File: src/hdl/okls_pkg.sv
// ============================================================================
// okls_pkg: shared types and constants of the ordered key list store
// Capacity, key width, command and status codes, controller states and the
// per-cell control bundle.
// ============================================================================
`default_nettype none

package okls_pkg;

  localparam int CAPACITY  = 64;
  localparam int KEY_WIDTH = 64;
  localparam int CNT_W     = $clog2(CAPACITY + 1);
  localparam int IDX_W     = (CAPACITY > 1) ? $clog2(CAPACITY) : 1;

  typedef enum logic [1:0] {
    CMD_APPEND = 2'd0,
    CMD_REMOVE = 2'd1,
    CMD_SEARCH = 2'd2,
    CMD_DUMP   = 2'd3
  } cmd_t;

  typedef enum logic [1:0] {
    STAT_OK     = 2'd0,
    STAT_FULL   = 2'd1,
    STAT_ABSENT = 2'd2
  } status_t;

  typedef enum logic [1:0] {
    S_IDLE,
    S_APPLY,
    S_DUMP
  } state_t;

  // What a cell loads at the next edge. At most one bit is set.
  typedef struct packed {
    logic load_key;    // take the appended key
    logic take_right;  // take the key of the next cell toward the tail
    logic take_head;   // take the key of the head cell (dump rotation)
  } cell_ctrl_t;

endpackage

`default_nettype wire

File: src/hdl/okls_cell.sv
// ============================================================================
// okls_cell: one entry of the key chain
// Holds a single key, compares it against the lookup key and loads from its
// neighbor, from the head cell or from the append key as it is told.
// ============================================================================
`default_nettype none

module okls_cell (
  input  wire logic                          clk,
  input  wire okls_pkg::cell_ctrl_t          ctrl,
  input  wire logic                          occupied,
  input  wire logic [okls_pkg::KEY_WIDTH-1:0] right_key,
  input  wire logic [okls_pkg::KEY_WIDTH-1:0] head_key,
  input  wire logic [okls_pkg::KEY_WIDTH-1:0] new_key,
  input  wire logic [okls_pkg::KEY_WIDTH-1:0] cmp_key,
  output logic      [okls_pkg::KEY_WIDTH-1:0] entry,
  output logic                               hit
);
  import okls_pkg::*;

  // The entry holds payload only; whether it is in use comes from the count.
  always_ff @(posedge clk) begin
    if (ctrl.load_key) begin
      entry <= new_key;
    end else if (ctrl.take_right) begin
      entry <= right_key;
    end else if (ctrl.take_head) begin
      entry <= head_key;
    end
  end

  assign hit = occupied && (entry == cmp_key);

endmodule

`default_nettype wire

File: config.mk
export PLATFORM = sky130hd
export DESIGN_NAME = okls_cell
export DESIGN_NICKNAME = d
export VERILOG_FILES = /design/src/hdl/okls_pkg.sv /design/src/hdl/okls_cell.sv
export SDC_FILE = /design/constraint.sdc
export NUM_CORES = 1
export LEC_CHECK = 0
export BUFFER_PORTS_ARGS = -buffer_cell sky130_fd_sc_hd__buf_2
export CAP_MARGIN = 20
export CORE_AREA = 5 5 125 127
export CTS_BUF_LIST = sky130_fd_sc_hd__clkbuf_16
export CTS_CLUSTER_DIAMETER = 40
export DETAILED_ROUTE_END_ITERATION = 12
export DIE_AREA = 0 0 130 132
export GPL_ROUTABILITY_DRIVEN = 0
export SKIP_LAST_GASP = 1
export SYNTH_ARGS = -nofsm -noshare
export SYNTH_HDL_FRONTEND = slang
export SYNTH_SLANG_ARGS = --single-unit
File: constraint.sdc
create_clock -name clk -period 6.6 [get_ports clk]
set_input_delay 0.66 -clock clk [delete_from_list [all_inputs] [get_ports clk]]
set_output_delay 0.66 -clock clk [all_outputs]
set_load 0.01 [all_outputs]
# Word-level counts from Yosys, hierarchy flattened
# Index checks and enable logic that the tools add are counted.
# W data, S select, Z words.
# classes
reduce_logical	2
mux	3
n_eq_ne	1
# ops
operator	count
$mux W64	3
$eq A64 B64 Y1	1
$reduce_bool A3 Y1	1
$logic_and A1 B1 Y1	1
# totals
word_cells	7
register_bits	64
in_bits	261
output_inout_bits	65

# Longest topological paths before layout
# depth
ltp_word	3
depth_mapped	5

# Worst setup path after synthesis
# Ideal clock, no wire load.
# synth_timing
path_kind	input to register
start	input port ctrl[2] (netlist bit)
end	register entry[0] (netlist bit) (enable)
required_time_ps	6175
slack_ps	3846
arrival_time_ps	2329
stages	2
path_cell_list	clkbuf_1 -> or3_1
# synth_via
elab_chain_len	1
# synth_lines
element	line	rtl
start, declared	okls_cell.sv:10	input wire okls_pkg::cell_ctrl_t ctrl,
$reduce_bool A3 Y1 (no line)	--	
end signal, assigned	okls_cell.sv:24	entry <= new_key;
end signal, assigned	okls_cell.sv:26	entry <= right_key;
end signal, assigned	okls_cell.sv:28	entry <= head_key;
end, declared	okls_cell.sv:16	output logic [okls_pkg::KEY_WIDTH-1:0] entry,
# Every way passes these cells.
# A chain may end at the register's enable or synchronous reset.

# Worst setup path after layout
# layout_timing
start	input port cmp_key[61] (netlist bit)
end	output port hit
# layout_via
elab_chain_len	2
# layout_lines
element	line	rtl
start, declared	okls_cell.sv:15	input wire logic [okls_pkg::KEY_WIDTH-1:0] cmp_key,
$eq A64 B64 Y1	okls_cell.sv:32	assign hit = occupied && (entry == cmp_key);
$logic_and A1 B1 Y1	okls_cell.sv:32	
end, declared	okls_cell.sv:17	output logic hit
# Every way passes these cells.

==> metrics.md <==
| Metric | Value |
|---|---|
| Run status | finished, final reports clean |
| Area of the die | 17200 um^2 |
| Fin nets | 960 |
| Final hold slack | 0.601 ns |
| Setup TNS | 0 ns |
| Cts hold-fix bufs | 0 |
| Ratio of cells with drive above 1 in the final layout | 0.489 |
| HP Class | in2reg |
| Synth Area in Compound Gates | 0.114 |
| Drt pass-1 iters | 6 |
| Max Clk Rate | 346 MHz |
| Mux contribution to synthesized area | 0.161 |
| Total power | 1.36 mW |
| Crit-path most repeated cell | buf_2 |
| Main combinational cell family by area after synthesis | multiplexers |
| Final setup margin | 3.71 ns |
| Layout fillers | 1479 |
| Syn_nets | 643 |
| Setup violators final | 0 |
| Final wirelength | 15300 um |
| Number of buffers and inverters on the critical path | 2 |
| CP cell instances | buf_2 > xnor2_1 > nand4_1 > nor4_1 > nand2_1 > nor4_2 > buf_2 |
| Antenna-violating nets left | 0 |
| WL per Instance | 17.2 um |
| Vias in the first global route | 4101 |
| Relative slew slack | 0.411 |
| Max-slew violations | 0 |
| Total track usage | 0.171 |
| Synth cell types | 22 |
| Mapped cell area | 3970 um^2 |
| DRC | 0 |
| Max_cap viols | 0 |
| Regs by FF count | entry x64 |
| Post-synth top area share | 0.484 |
| Largest net degree at the start of global routing | 69 |
| Iter 0 DRT Violations | 141 |
| Cell count after synthesis | 382 |
| Post-CTS setup buffer count | 0 |
| Simple-gate portion of the synthesized area | 0.0951 |
| Final hold vios | 0 |
| Boundary pin count | 326 |
| Avg Inst Size Synth | 10.4 um^2 |
| Post-Synth XOR/XNOR Area | 0.104 |
| Worst-path clk slew | 0.06 ns |
| Data required time of the critical path | 5.94 ns |
| Synth area leader | edfxtp_1 |
| Worst path slowest cell | nor4_1 |
| Initial antenna violation count | 0 |
| Post-cts sizing count | 0 |
| Total gr overflow | 0 |
| First-pass GRT wire length | 21900 um |
| CTS Buffer Depth | 2 |
| CP startpoint kind | input port |
| Largest register FFs | 64 |
| Via count | 3988 |
| Worst path depth | 7 |
| Max FO, Critical Path | 1 |
| Worst vdd ir | 0.158 mV |
| Worst EP arrival | 2.23 ns |
| PwrDens | 223 nW/um^2 |
| Chip height | 132 um |
| Die Span X | 130 um |
| Final period demand of the worst path | 2.89 ns |
| Dpl ws | 3.54 ns |
| Unrepaired setup endpoints after global routing | no |
| Largest Register | entry |
| Starting Density | 0.277 |
| TritonCTS clock tree | done |
| Yosys warnings | 0 |
| Ant. Diodes | 0 |
| Placed insts | 872 |
| HPWL Detailed | 12900 um |
| Synth area leaders | edfxtp_1 48%, mux2i_1 16%, xnor2_1 9.5% |
| Yosys reg bits | 64 |
| Crit path largest cell delay | 0.58 ns |
| Adder-Cell Fraction of Synth Area | 0 |
| Worst-Margin Slew | 0.883 ns |
| Vias/cell | 4.49 |
| Setup crit end kind | primary output |
| Area delta synth->final | 53.1% |
| Pleak | 2.97 nW |
| Fin crit share | 0.438 |
| WS Path Type | in2out |
| Row count | 44 |
| Delay-heaviest family, CP | simple AND/OR/NAND/NOR gates |
| Non-Filler Instances | 888 |
| CTS Buf Count | 9 |
| Sequential share of the synthesized area | 0.484 |
| IO Port Bufs | 325 |
| WHS Path Cells | 3 |
| Depth of the CTS H-tree | 3 |
| Sink Count | 64 |
| Root Buffer | clkbuf_16 |
| Core Footprint | 14300 um^2 |
-- power breakdown --
part / total (mW) / leakage [nW] / switching, mW / internal, mW
Combinational: 0.299 / 2.15 / 0.147 / 0.152
Clock: 0.514 / 0.146 / 0.184 / 0.330
Sequential: 0.543 / 0.677 / 0.0383 / 0.505
-- worst paths after layout --
kind	startpoint	to	slack, ns
setup / recovery	cmp_key[61]	hit	3.71
hold / removal	new_key[45]	entry[45]	0.60
-- metal layers --
metal  vias to the layer above  track usage  wire (um)
met3                        19       0.0527       1160
met1                      1774        0.194       5920
met2                       177        0.307       7990
met4                         0       0.0445        251
met5                         -            0          0
li1                       2018            -          -
-- cells in the mapped netlist, drive strengths merged --
master and n:
mux2i 64, nor3 1, nand2 65, nand3 2, a22oi 1, a222oi 1, nor4 5, clkbuf 14
inv 19, xnor2 43, nand4 12, a221oi 5, xor2 4, o22ai 5, o2bb2ai 3, o21ai 65
a2bb2oi 1, buf 7, or3 1, edfxtp 64
-- worst min-delay path, cell delays in order --
cell and delay, ns:
buf_2 0.08, nand2_1 0.04, o21ai_0 0.05
-- cells in the final DEF, fill, tap and decap left out, types with 5 or more instances in the layout --
master,Yosys,layout
buf_2,4,323
nand2_1,65,65
o21ai_0,65,65
mux2i_1,64,64
edfxtp_1,64,64
xnor2_1,43,43
inv_1,19,19
nand4_1,12,12
clkbuf_16,0,9
o22ai_1,5,5
a221oi_1,5,5
-- final cells by class --
class                           instances  area (um^2)  share of cell area
Multi-Input combinational cell        278         1890               0.311
Timing Repair Buffer                  327         1650               0.271
Clock buffer                            9          225              0.0371
Sequential cell                        64         1920               0.316
Inverter                               19         71.3              0.0117
Tap cell                              184          230              0.0379
Clock inverter                          7         95.1              0.0156
-- through the flow --
| stage | util | area, um^2 |
|---|---|---|
| after floorplan | - | 3970 |
| after global placement | 0.402 | 5760 |
| after detailed placement | 0.402 | 5760 |
| after CTS | 0.425 | 6080 |
| after global routing | 0.425 | 6080 |
| final | 0.425 | 6080 |
-- cell families (layout without fill, tap and decap cells) --
kind of cell / count (synthesis) / in the layout
DFF: 64 / 64
and+or+nand+nor: 86 / 86
xor gates and xnor gates: 47 / 47
buffers and inverters: 40 / 362
muxes: 64 / 64
AOI/OAI and AO/OA: 81 / 81
Power figures use the tool's default switching activity.
